`config.mk`:
```
export PLATFORM = sky130hd
export DESIGN_NAME = ipv4_balancer_header_rewrite_top_flat
export DESIGN_NICKNAME = d
export VERILOG_FILES = /design/src/rtl/ibhr_pkg.sv /design/src/rtl/ibhr_intf.sv /design/src/rtl/ibhr_cfg_regs.sv /design/src/rtl/ibhr_rewrite.sv /design/src/rtl/ipv4_balancer_header_rewrite_top.sv /design/src/flat_wrapper.sv
export SDC_FILE = /design/constraint.sdc
export NUM_CORES = 1
export LEC_CHECK = 0
export BUFFER_PORTS_ARGS = -buffer_cell sky130_fd_sc_hd__buf_4
export CORE_MARGIN = 1.5
export CORE_UTILIZATION = 54
export DETAILED_ROUTE_END_ITERATION = 10
export PLACE_DENSITY = 0.78
export SYNTH_ARGS = -nofsm -noshare
export SYNTH_HDL_FRONTEND = slang
export SYNTH_SLANG_ARGS = --single-unit
export TNS_END_PERCENT = 20
```
`constraint.sdc`:
```
create_clock -name clk_i -period 23.7 [get_ports clk_i]
set_clock_uncertainty 0.05 [all_clocks]
set_input_delay 3.555 -clock clk_i [delete_from_list [all_inputs] [get_ports clk_i]]
set_output_delay 3.555 -clock clk_i [all_outputs]
set_load 0.05 [all_outputs]
```
`src/rtl/ibhr_pkg.sv`:
```
`timescale 1ns / 1ps

package ibhr_pkg;

  localparam int unsigned IpW      = 32;
  localparam int unsigned MacW     = 48;
  localparam int unsigned MacLowW  = 8;
  localparam int unsigned LenW     = 16;
  localparam int unsigned CfgIdxW  = 3;
  localparam int unsigned CfgDataW = 32;

  localparam logic [15:0]     EthertypeIpv4  = 16'h0800;
  localparam logic [7:0]      ProtoTcp       = 8'd6;
  localparam logic [LenW-1:0] EthHdrBytes    = 16'd14;
  localparam logic [LenW-1:0] EthIpHdrBytes  = 16'd34;

  typedef enum logic [1:0] {
    VERDICT_ABORT = 2'd0,
    VERDICT_PASS  = 2'd1,
    VERDICT_TX    = 2'd2
  } verdict_e;

  typedef enum logic [CfgIdxW-1:0] {
    REG_CLIENT_IP     = 3'd0,
    REG_SERVER_A_IP   = 3'd1,
    REG_SERVER_B_IP   = 3'd2,
    REG_BALANCER_IP   = 3'd3,
    REG_CLIENT_MAC    = 3'd4,
    REG_SERVER_A_MAC  = 3'd5,
    REG_SERVER_B_MAC  = 3'd6,
    REG_BALANCER_MAC  = 3'd7
  } reg_idx_e;

  typedef struct packed {
    logic [IpW-1:0]     client_ip;
    logic [IpW-1:0]     server_a_ip;
    logic [IpW-1:0]     server_b_ip;
    logic [IpW-1:0]     balancer_ip;
    logic [MacLowW-1:0] client_mac_low;
    logic [MacLowW-1:0] server_a_mac_low;
    logic [MacLowW-1:0] server_b_mac_low;
    logic [MacLowW-1:0] balancer_mac_low;
  } cfg_t;

  typedef struct packed {
    logic [LenW-1:0] frame_length;
    logic [MacW-1:0] dest_mac;
    logic [MacW-1:0] src_mac;
    logic [15:0]     ethertype;
    logic [31:0]     ip_words_head;
    logic [31:0]     ip_words_frag;
    logic [7:0]      time_to_live;
    logic [7:0]      protocol_num;
    logic [IpW-1:0]  src_ip;
    logic [IpW-1:0]  dst_ip;
    logic            pick_second;
  } in_item_t;

  typedef struct packed {
    verdict_e        verdict;
    logic [MacW-1:0] new_dest_mac;
    logic [MacW-1:0] new_src_mac;
    logic [IpW-1:0]  new_src_ip;
    logic [IpW-1:0]  new_dst_ip;
    logic [15:0]     new_checksum;
  } out_item_t;

  // Ones' complement header checksum; the checksum word itself counts as zero.
  function automatic logic [15:0] hdr_checksum(
    input logic [31:0] head,
    input logic [31:0] frag,
    input logic [7:0]  ttl,
    input logic [7:0]  proto,
    input logic [31:0] sip,
    input logic [31:0] dip
  );
    logic [19:0] sum;
    logic [16:0] fold1;
    logic [15:0] fold2;
    sum = 20'(head[31:16]) + 20'(head[15:0]) + 20'(frag[31:16]) + 20'(frag[15:0])
        + 20'({ttl, proto}) + 20'(sip[31:16]) + 20'(sip[15:0])
        + 20'(dip[31:16]) + 20'(dip[15:0]);
    fold1 = 17'(sum[15:0]) + 17'(sum[19:16]);
    fold2 = fold1[15:0] + 16'(fold1[16]);
    return ~fold2;
  endfunction

endpackage

```
`src/rtl/ibhr_intf.sv`:
```
`timescale 1ns / 1ps

interface ibhr_in_if;
  logic                valid;
  logic                ready;
  ibhr_pkg::in_item_t  item;

  modport source (output valid, output item, input ready);
  modport sink   (input valid, input item, output ready);
endinterface

interface ibhr_out_if;
  logic                valid;
  logic                ready;
  ibhr_pkg::out_item_t item;

  modport source (output valid, output item, input ready);
  modport sink   (input valid, input item, output ready);
endinterface

```
`src/rtl/ibhr_cfg_regs.sv`:
```
`timescale 1ns / 1ps

module ibhr_cfg_regs (
  input  logic                            clk_i,
  input  logic                            rst_ni,
  input  logic                            cfg_we_i,
  input  logic [ibhr_pkg::CfgIdxW-1:0]    cfg_idx_i,
  input  logic [ibhr_pkg::CfgDataW-1:0]   cfg_data_i,
  output ibhr_pkg::cfg_t                  cfg_o
);

  ibhr_pkg::cfg_t cfg_q, cfg_d;

  always_comb begin
    cfg_d = cfg_q;
    if (cfg_we_i) begin
      case (ibhr_pkg::reg_idx_e'(cfg_idx_i))
        ibhr_pkg::REG_CLIENT_IP:     cfg_d.client_ip         = cfg_data_i;
        ibhr_pkg::REG_SERVER_A_IP:   cfg_d.server_a_ip       = cfg_data_i;
        ibhr_pkg::REG_SERVER_B_IP:   cfg_d.server_b_ip       = cfg_data_i;
        ibhr_pkg::REG_BALANCER_IP:   cfg_d.balancer_ip       = cfg_data_i;
        ibhr_pkg::REG_CLIENT_MAC:    cfg_d.client_mac_low    = cfg_data_i[7:0];
        ibhr_pkg::REG_SERVER_A_MAC:  cfg_d.server_a_mac_low  = cfg_data_i[7:0];
        ibhr_pkg::REG_SERVER_B_MAC:  cfg_d.server_b_mac_low  = cfg_data_i[7:0];
        ibhr_pkg::REG_BALANCER_MAC:  cfg_d.balancer_mac_low  = cfg_data_i[7:0];
        default: ;
      endcase
    end
  end

  always_ff @(posedge clk_i or negedge rst_ni) begin
    if (!rst_ni) begin
      cfg_q <= '0;
    end else begin
      cfg_q <= cfg_d;
    end
  end

  assign cfg_o = cfg_q;

endmodule

```
`src/rtl/ibhr_rewrite.sv`:
```
`timescale 1ns / 1ps

module ibhr_rewrite (
  input  ibhr_pkg::in_item_t  item_i,
  input  ibhr_pkg::cfg_t      cfg_i,
  output ibhr_pkg::out_item_t item_o
);

  logic short_eth, is_ipv4, short_ip, is_tcp, from_client, from_backend;
  logic do_abort, do_tx;
  logic [ibhr_pkg::IpW-1:0]     tx_dip;
  logic [ibhr_pkg::MacLowW-1:0] tx_dmac_low;

  assign short_eth    = item_i.frame_length < ibhr_pkg::EthHdrBytes;
  assign short_ip     = item_i.frame_length < ibhr_pkg::EthIpHdrBytes;
  assign is_ipv4      = item_i.ethertype == ibhr_pkg::EthertypeIpv4;
  assign is_tcp       = item_i.protocol_num == ibhr_pkg::ProtoTcp;
  assign from_client  = item_i.src_ip == cfg_i.client_ip;
  assign from_backend = (item_i.src_ip == cfg_i.server_a_ip) ||
                        (item_i.src_ip == cfg_i.server_b_ip);

  assign do_abort = short_eth || (is_ipv4 && short_ip);
  assign do_tx    = !do_abort && is_ipv4 && is_tcp && (from_client || from_backend);

  // client match wins when the client shares an address with a backend
  always_comb begin
    if (from_client) begin
      tx_dip      = item_i.pick_second ? cfg_i.server_b_ip : cfg_i.server_a_ip;
      tx_dmac_low = item_i.pick_second ? cfg_i.server_b_mac_low : cfg_i.server_a_mac_low;
    end else begin
      tx_dip      = cfg_i.client_ip;
      tx_dmac_low = cfg_i.client_mac_low;
    end
  end

  always_comb begin
    if (do_abort) begin
      item_o         = '0;
      item_o.verdict = ibhr_pkg::VERDICT_ABORT;
    end else if (do_tx) begin
      item_o.verdict      = ibhr_pkg::VERDICT_TX;
      item_o.new_dest_mac = {item_i.dest_mac[ibhr_pkg::MacW-1:8], tx_dmac_low};
      item_o.new_src_mac  = {item_i.src_mac[ibhr_pkg::MacW-1:8], cfg_i.balancer_mac_low};
      item_o.new_src_ip   = cfg_i.balancer_ip;
      item_o.new_dst_ip   = tx_dip;
      item_o.new_checksum = ibhr_pkg::hdr_checksum(item_i.ip_words_head,
                              item_i.ip_words_frag, item_i.time_to_live,
                              item_i.protocol_num, cfg_i.balancer_ip, tx_dip);
    end else begin
      item_o.verdict      = ibhr_pkg::VERDICT_PASS;
      item_o.new_dest_mac = item_i.dest_mac;
      item_o.new_src_mac  = item_i.src_mac;
      item_o.new_src_ip   = item_i.src_ip;
      item_o.new_dst_ip   = item_i.dst_ip;
      item_o.new_checksum = '0;
    end
  end

endmodule

```
`src/rtl/ipv4_balancer_header_rewrite_top.sv`:
```
`timescale 1ns / 1ps

// IPv4 balancer header rewrite.
// in_i carries one parsed Ethernet/IPv4 header per item; out_o returns one
// verdict item for each: abort (short frame), pass (not IPv4/TCP or unknown
// source, fields echoed) or transmit (addresses, MAC low bytes and checksum
// rewritten). Both channels use valid/ready; an item moves when both are high.
// The eight address registers are written through cfg_we_i/cfg_idx_i/
// cfg_data_i; the user must write them only while no item is in flight;
// the block itself does not enforce it. An accepted item sits in the input
// register while compare/checksum logic feeds the result register, which
// holds the result until out_o takes it.
// Throughput: one item per cycle while out_o.ready is high; the input
// register and the result register each hold one item.
// When the receiver stalls, the result register holds its item and the input
// register still takes one more; after that in_i.ready drops until out_o
// drains.
// Reset clears both valid flags and all address registers to zero.
module ipv4_balancer_header_rewrite_top (
  input  logic                          clk_i,
  input  logic                          rst_ni,
  ibhr_in_if.sink                       in_i,
  ibhr_out_if.source                    out_o,
  input  logic                          cfg_we_i,
  input  logic [ibhr_pkg::CfgIdxW-1:0]  cfg_idx_i,
  input  logic [ibhr_pkg::CfgDataW-1:0] cfg_data_i
);

  ibhr_pkg::cfg_t      cfg;
  ibhr_pkg::in_item_t  in_q;
  ibhr_pkg::out_item_t res_d, out_q;
  logic                in_vld_q, out_vld_q;
  logic                out_load, in_load;

  ibhr_cfg_regs u_cfg (
    .clk_i      (clk_i),
    .rst_ni     (rst_ni),
    .cfg_we_i   (cfg_we_i),
    .cfg_idx_i  (cfg_idx_i),
    .cfg_data_i (cfg_data_i),
    .cfg_o      (cfg)
  );

  ibhr_rewrite u_rewrite (
    .item_i (in_q),
    .cfg_i  (cfg),
    .item_o (res_d)
  );

  assign out_load   = in_vld_q && (!out_vld_q || out_o.ready);
  assign in_i.ready = !in_vld_q || out_load;
  assign in_load    = in_i.valid && in_i.ready;

  always_ff @(posedge clk_i or negedge rst_ni) begin
    if (!rst_ni) begin
      in_vld_q  <= 1'b0;
      out_vld_q <= 1'b0;
    end else begin
      if (in_i.ready) begin
        in_vld_q <= in_i.valid;
      end
      if (!out_vld_q || out_o.ready) begin
        out_vld_q <= in_vld_q;
      end
    end
  end

  always_ff @(posedge clk_i) begin
    if (in_load) begin
      in_q <= in_i.item;
    end
    if (out_load) begin
      out_q <= res_d;
    end
  end

  assign out_o.valid = out_vld_q;
  assign out_o.item  = out_q;

`ifndef SYNTHESIS
  // an item in the input register moves on whenever the result side has room
  assert property (@(posedge clk_i) disable iff (!rst_ni)
    out_load |=> out_vld_q)
    else $error("item lost between input and result register");

  // input register full and result stalled must hold off the sender
  assert property (@(posedge clk_i) disable iff (!rst_ni)
    (in_vld_q && out_vld_q && !out_o.ready) |-> !in_i.ready)
    else $error("input accepted while both registers full");

  assert property (@(posedge clk_i) disable iff (!rst_ni)
    (out_vld_q && out_q.verdict == ibhr_pkg::VERDICT_ABORT) |->
      (out_q.new_src_ip == '0 && out_q.new_checksum == '0 && out_q.new_dst_ip == '0))
    else $error("abort result carries nonzero fields");

  assert property (@(posedge clk_i) disable iff (!rst_ni)
    (out_vld_q && out_q.verdict == ibhr_pkg::VERDICT_TX) |->
      (out_q.new_src_ip == cfg.balancer_ip &&
       out_q.new_src_mac[7:0] == cfg.balancer_mac_low))
    else $error("transmit result not sourced from balancer");
`endif

endmodule
```
`src/flat_wrapper.sv`:
```
// flat-port wrapper written by rule: the top's interface ports become plain ports
module ipv4_balancer_header_rewrite_top_flat 
  (clk_i, rst_ni, cfg_we_i, cfg_idx_i, cfg_data_i, in_i_valid, in_i_item, in_i_ready, out_o_valid, out_o_item, out_o_ready);
  ibhr_in_if in_i_i ();
  ibhr_out_if out_o_i ();
  input  logic clk_i;
  input  logic rst_ni;
  input  logic cfg_we_i;
  input  logic [ibhr_pkg::CfgIdxW-1:0] cfg_idx_i;
  input  logic [ibhr_pkg::CfgDataW-1:0] cfg_data_i;
  input wire logic [$bits(in_i_i.valid)-1:0] in_i_valid;
  input wire logic [$bits(in_i_i.item)-1:0] in_i_item;
  output wire logic [$bits(in_i_i.ready)-1:0] in_i_ready;
  output wire logic [$bits(out_o_i.valid)-1:0] out_o_valid;
  output wire logic [$bits(out_o_i.item)-1:0] out_o_item;
  input wire logic [$bits(out_o_i.ready)-1:0] out_o_ready;
  assign in_i_i.valid = in_i_valid;
  assign in_i_i.item = in_i_item;
  assign in_i_ready = in_i_i.ready;
  assign out_o_valid = out_o_i.valid;
  assign out_o_item = out_o_i.item;
  assign out_o_i.ready = out_o_ready;
  ipv4_balancer_header_rewrite_top u_core (.clk_i(clk_i), .rst_ni(rst_ni), .in_i(in_i_i), .out_o(out_o_i), .cfg_we_i(cfg_we_i), .cfg_idx_i(cfg_idx_i), .cfg_data_i(cfg_data_i));
endmodule
```
==> metrics list, run 1 <==
* Register-to-register path setup slack: 11140 ps
* Hold buffer count at CTS: 0
- Clock Path Buffers: 3
- The worst register-to-register path ends at u_core.out_o.item[10]$_SDFFCE_PP0P_.
- Clock slew at the register clock pins of the worst setup and hold paths: 60 ps
- Hold WC Path Type: flop to flop
- The detail route stage leaves a number of antenna-violating nets equal to 0.
- The most used flip-flop cell after synthesis is edfxtp_1.
- In this run, distinct cell masters in the synthesized netlist total 61.
* Data arrival time at the worst-slack endpoint: 12830 ps
- Fraction of final layout cells sized beyond drive strength 1: 31.9%
* Sum of routed wire length over all layers: 71.3 mm
* H-tree levels: 3
- The die covers 0.0525 sq mm.
- In this run the worst setup path begins at u_core.in_q[50]$_DFFE_PP_.
- Count of instances resized after the clock tree is built: 0
- First drt pass iteration count: 5
* Proportion of synthesized flip-flops having asynchronous set or reset: 26.5%
- Pins Over Slew Limit: 0
- Summed over all instances, the cell type with the most area after synthesis is edfxtp_1.
* Delay of the slowest critical-path stage: 730 ps
* Yosys Warn Count: 0
* Pin count of the biggest net entering global routing: 108
- The initial antenna violation count was 3.
- Slowest stage cell on the critical path: nor2_4
- Global-route wire length before repair: 106 mm
* Type of element launching the critical path: flop
- Sequential cells were found to cover 63.6% of the synthesized design area.
- In this run, synthesis produced a sequential element count of 612.
- In the global route stage, overall resource usage came out at 27.3%.
- Once detailed placement completed, the half-perimeter wirelength came to 51.6 mm.
- Clock tree from TritonCTS: built
- Average detailed-routed wire length per instance: 22.9 microns
* Final worst path period share: 53.0%
- The layout has 3554 filler cells.
- Total of endpoints with negative setup slack in the final report: 0
- Number of buffers added by the clock tree synthesis step: 66
- Chip width: 229 microns
- GP Congestion: 0.940
- Worst setup path end: u_core.out_o.item[10]$_SDFFCE_PP0P_
* Detailed-route DRC error count: 0
* Post-synthesis area per instance: 14.7 sq um
- Vias: 17083
- In this run the worst path has a maximum fanout of 46.
* Time the final worst path needs with I/O delays and setup: 12560 ps
* Peak Freq: 79.6 MHz
- Chip height: 229 microns
- Total setup buffers inserted after CTS: 0
* Req. time, crit path: 23970 ps
- Final Hold Fails: 0
* Cell count of the worst reg-to-reg path: 37
* Buffer type at the clock tree root: clkbuf_16
- Counting every net in the synthesized netlist gives 2333.
- RSZ-0062 raised after global routing: false
- R2R Path Start: u_core.in_q[50]$_DFFE_PP_
- After synthesis, the cell types taking the most area are edfxtp_1 (49%), dfrtp_1 (15%), fa_1 (8.0%), mux2_2 (6.5%), mux2i_1 (2.5%).
- The startpoint identified for the worst hold timing path is u_core.u_cfg.cfg_o[49]$_DFFE_PN0P_.
- Final layout net count: 2842
- Clock latency on the worst-skew pair, taken at its later pin, is 600 ps.
- Headroom to the max-slew limit came out at 23.4%.
- From synthesis to final layout, the design area changed by 23.6%.
* Iteration-0 DRC count of the detailed router: 1294
* Post-synth EDFFs: 450
* Outcome: finished, final reports clean
* Starting density of the core: 54.9%
- Slew at the pin with the worst max-slew slack: 1150 ps
* Number of top-level pins: 493
- The critical path is of the flop to flop type.
- Row Count: 82
* Kind of capture point of the worst setup path: flop
- The tool flagged a number of max-cap violations equal to 0.
- Number of global-route vias before repair: 17564
* Top cells by count, synth: edfxtp_1 (450), dfrtp_1 (162), mux2_2 (160)
* Number of vias per cell: 5.48
- In this run the cell area of the synthesized design comes to 0.0276 sq mm.
* Clock Sink Count: 612
- Adding up every negative setup slack in the final design gives 0 ps.
- Dominant cell by count in the synthesized netlist: edfxtp_1
- Synthesis handed over a netlist of 1882 instances.
* Remaining global-route overflow: 0
- Buffers on Ports: 491
* Placeable core area: 0.0503 sq mm
* Fraction of post-synthesis cell area in the top cell type by area: 48.9%
[sequential cells by signal (all words and copies together) (netlist names)]
register / count
u_core.u_cfg.cfg_o: 160
u_core.in_vld_q: 1
u_core.out_o.valid: 1
u_core.in_q: 272
u_core.out_o.item: 178
[stage by stage]
step                      setup WS, ps  area (sq um)  utilization (%)  hold WS [ps]  std cells
after CTS                        11400         34100             67.9           457       3116
after global placement           11640         32100             63.8           421       2995
after detailed placement         11460         32100             63.8           444       2995
final                            11140         34100             67.9           457       3117
after floorplan                  12740         27600                -           399       1882
after global routing             10610         34100             67.9           473       3117
[cell usage in the layout, fill, tap and decap left out, types with 8 or more instances in the layout]
cell type and count:
clkinv_1 15, clkbuf_1 17, nand2b_1 10, nand2_1 96, buf_4 508, inv_1 126
a21oi_1 101, edfxtp_1 450, ha_1 27, nor2_1 109, o21ai_0 18, nor2b_1 81
xnor2_1 48, fa_1 111, clkbuf_16 68, a211oi_1 11, mux2i_1 70, nor4_1 28
dfrtp_1 162, mux2_2 160, nor3_1 11, xor2_1 72, o21a_1 8, nand4_1 19
[layer usage]
| layer | vias up | wire length (microns) | GRT usage, % |
|---|---|---|---|
| met4 | 2 | 2060 | 8.61 |
| met2 | 664 | 35800 | 45.4 |
| met3 | 132 | 4870 | 5.59 |
| met1 | 8597 | 28600 | 36.4 |
| li1 | 7688 | - | - |
| met5 | - | 13 | 0 |
[cell families (layout without fill, tap and decap cells)]
family,after synthesis,in the layout,share of synthesized area [%]
compound gates,179,179,3.87
xor+xnor,121,121,3.86
fa+ha+maj,138,138,9.27
buf+inv,194,756,2.69
flops,612,612,63.6
mux,230,230,9.06
other cells,0,1,0
simple gates,408,408,7.64
[worst min-delay path by stage]
stage                                                     to  depth (start not counted)
after detailed placement  u_core.u_cfg.cfg_o[12]$_DFFE_PN0P_                          1
after global routing      u_core.u_cfg.cfg_o[28]$_DFFE_PN0P_                          1
after CTS                 u_core.u_cfg.cfg_o[12]$_DFFE_PN0P_                          1
after global placement        u_core.out_o.valid$_DFFE_PN0P_                          1
final                     u_core.u_cfg.cfg_o[49]$_DFFE_PN0P_                          1
after floorplan               u_core.out_o.valid$_DFFE_PN0P_                          1
[critical path: cells and delay by family, from the launching register on]
family | cells | cell delay [ps]
AND/OR/NAND/NOR | 10 | 3550
adder cells (fa/ha/maj) | 8 | 3340
AO/OA/AOI/OAI | 12 | 3200
buffers and inverters | 4 | 860
XOR/XNOR | 3 | 790
flip-flops | 1 | 480
[final cells by class]
class	count	area, sq um	share of cell area [%]
sequential	612	17600	51.5
multi-input combinational	1076	9350	27.4
timing repair buffer	509	3820	11.2
clock buffer	89	1820	5.33
tap	672	841	2.46
inverter	126	473	1.39
clock inverter	32	246	0.722
antenna	1	2.50	0.00733
Power of run 1 is not shown: default switching activity piles up to over one toggle a cycle in this logic, so the estimate is an artifact.
==> run 2, diff against run 1 <==
- clock period: 23.7 -> 12 ns (I/O delays scaled with it)
==> metrics list, run 2 (synthesis gave the netlist of run 1 again) <==
* Final worst path period share: 93.9% (+41 points)
- Clock Path Buffers: 3 (unchanged)
* All-layer global routing usage: 27.7% (+0.34 points)
- Number of flip-flops in the largest register: 272 (unchanged)
* Detailed-route DRC error count: 0 (unchanged)
* Chip width: 229 microns (unchanged)
* H-tree levels: 3 (unchanged)
- Die area: 0.0525 sq mm (unchanged)
* Path type of the worst setup path: flop to flop
- Time the final worst path needs with I/O delays and setup: 11270 ps (-1290 ps)
- The core utilization of the finished layout came to 68.1% (+0.26 points).
* Buffer type at the clock tree root: clkbuf_16
- The number of buffers created by CTS came to 67 (+1.5%).
* Kind of capture point of the worst setup path: flop
- Req. time, crit path: 12260 ps (-11710 ps)
* Slew at the pin with the worst max-slew slack: 1050 ps (-97.6 ps)
* Total setup buffers inserted after CTS: 0 (unchanged)
- STA classifies the critical path startpoint as a flop.
* Data arrival time at the worst-slack endpoint: 11530 ps (-1300 ps)
* Vias: 17076 (-0.041%)
- Worst slew margin relative to its limit: 29.3% (+6.0 points)
* Peak Freq: 88.7 MHz (+11%)
- Delay of the slowest critical-path stage: 560 ps (-170 ps)
- Worst Path Max Fanout: 37 (-20%)
* Hold WC Path Type: flop to flop
- Fraction of final layout cells sized beyond drive strength 1: 32.3% (+0.40 points)
- The overflow left after global routing is 0 (unchanged).
- Placeable core area: 0.0503 sq mm (unchanged)
- Most common library cell in the layout ignoring fill and taps: buf_4
- The count of filler cells inserted in the layout was 3568 (+0.39%).
* GP Congestion: 0.912 (-3.0%)
* Final Hold Fails: 0 (unchanged)
- RSZ-0062 raised after global routing: false
- Number of top-level pins: 493 (unchanged)
- The met2 wire length was 35.9 mm (+0.37%).
* Number of global-route vias before repair: 17892 (+1.9%)
- The total clock sinks was 612 (unchanged).
* Placed wire-length estimate after detailed placement: 52.0 mm (+0.76%)
* Clock Latency Late Sink: 600 ps (about the same)
- Chip height: 229 microns (unchanged)
* Commonest cells after routing, fill and taps aside: buf_4 (519), edfxtp_1 (450), dfrtp_1 (162), mux2_2 (160), inv_1 (126)
- The count of final max-slew check failures came to 0 (unchanged).
- The run finished with clean final reports.
- The wire length per cell was 23.1 microns (+0.81%).
* Slowest stage cell on the critical path: fa_1
- The port buffer count is 491 (unchanged).
* Global-route wire length before repair: 108 mm (+1.7%)
- The via count normalized by instance count was 5.45 (-0.58%).
- The count of hold-fix buffers inserted at cts was 0 (unchanged).
- The number of routed nets with antenna violations was 0 (unchanged).
* Area growth from synthesis to layout: 24.0%
- Count of instances resized after the clock tree is built: 0 (unchanged)
- The sum of negative setup slack was 0 ps (unchanged).
- Starting density of the core: 54.9% (unchanged)
- The cell that appears most often on the critical path is fa_1.
- TritonCTS built the clock tree.
- The number of maximum-capacitance constraint violations was 0 (unchanged).
- Iteration-0 DRC count of the detailed router: 1400 (+8.2%)
* Detailed-routing wirelength on met1: 29.7 mm (+3.8%)
- The number of nets in the layout came to 2856 (+0.49%).
* First drt pass iteration count: 5 (unchanged)
- The final count of negative-setup-slack endpoints was 0 (unchanged).
- The post-route non-filler standard cell count is 3134 (+0.55%).
* DR top layer: met5
* Met3 wire length: 4.60 mm (-5.4%)
- Sum of routed wire length over all layers: 72.3 mm (+1.4%)
* Pin count of the biggest net entering global routing: 154 (+43%)
* Clock slew at the register clock pins of the worst setup and hold paths: 60 ps (about the same)
- The number of placement rows was 82 (unchanged).
- The initial antenna violation count is 7 (+4).
* Largest register by flop count: u_core.in_q
* Cell count after placement: 3008 (+0.43%)
==> run 2: cell count changes in the layout (fill, tap and decap cells not counted) <==
cell,change
buf_12,+2
buf_4,+11
clkbuf_1,+1
clkinv_1,-2
clkinv_8,+1
clkinvlp_4,+2
diode_2,+4
inv_16,-1
inv_6,-1
==> run 2: final cells by class <==
cell class	count	area (sq um)	share of cell area, %
repair buffers	522	3950	11.5
well taps	672	841	2.45
clock buffers	90	1820	5.33
inverters	126	473	1.38
multi-input cells	1076	9350	27.3
diodes	5	12.5	0.0365
flip-flops and latches	612	17600	51.3
clock inverters	31	241	0.705
==> run 2: critical path: cells and delay by family, from the launching register on <==
family          cells  cell delay [ps]
simple gates       13             3570
fa+ha+maj          10             3600
flops               1              470
compound gates     10             2290
xor+xnor            2              390
buf+inv             5              600
==> run 2: final timing paths <==
check,start,to,slack [ps],depth (start not counted)
worst max-delay path,u_core.in_q[34]$_DFFE_PP_,u_core.out_o.item[10]$_SDFFCE_PP0P_,730,40
worst min-delay path,u_core.in_vld_q$_DFFE_PN0N_,u_core.out_o.valid$_DFFE_PN0P_,450,1
worst max register to register,u_core.in_q[34]$_DFFE_PP_,u_core.out_o.item[10]$_SDFFCE_PP0P_,730,40
worst min register to register,u_core.in_vld_q$_DFFE_PN0N_,u_core.out_o.valid$_DFFE_PN0P_,450,1
max in group asynchronous,rst_ni,u_core.u_cfg.cfg_o[121]$_DFFE_PN0P_,9150,2
min in group asynchronous,rst_ni,u_core.u_cfg.cfg_o[27]$_DFFE_PN0P_,1210,1
==> run 2: per-layer routing <==
metal | vias up | track usage, %
met3 | 112 | 5.53
met1 | 8601 | 37.5
met4 | 2 | 8.74
met5 | - | 0
met2 | 638 | 45.3
li1 | 7723 | -
==> run 2: metrics by stage <==
step | hold WS [ps] | area (sq um) | setup WS (ps)
final | 449 | 34300 | 729
after global routing | 469 | 34300 | 173
after CTS | 456 | 34200 | 888
after detailed placement | 443 | 32200 | 966
after global placement | 420 | 32200 | 1080
after floorplan | 399 | 27600 | 2490
Power of run 2 is left out for the same reason.
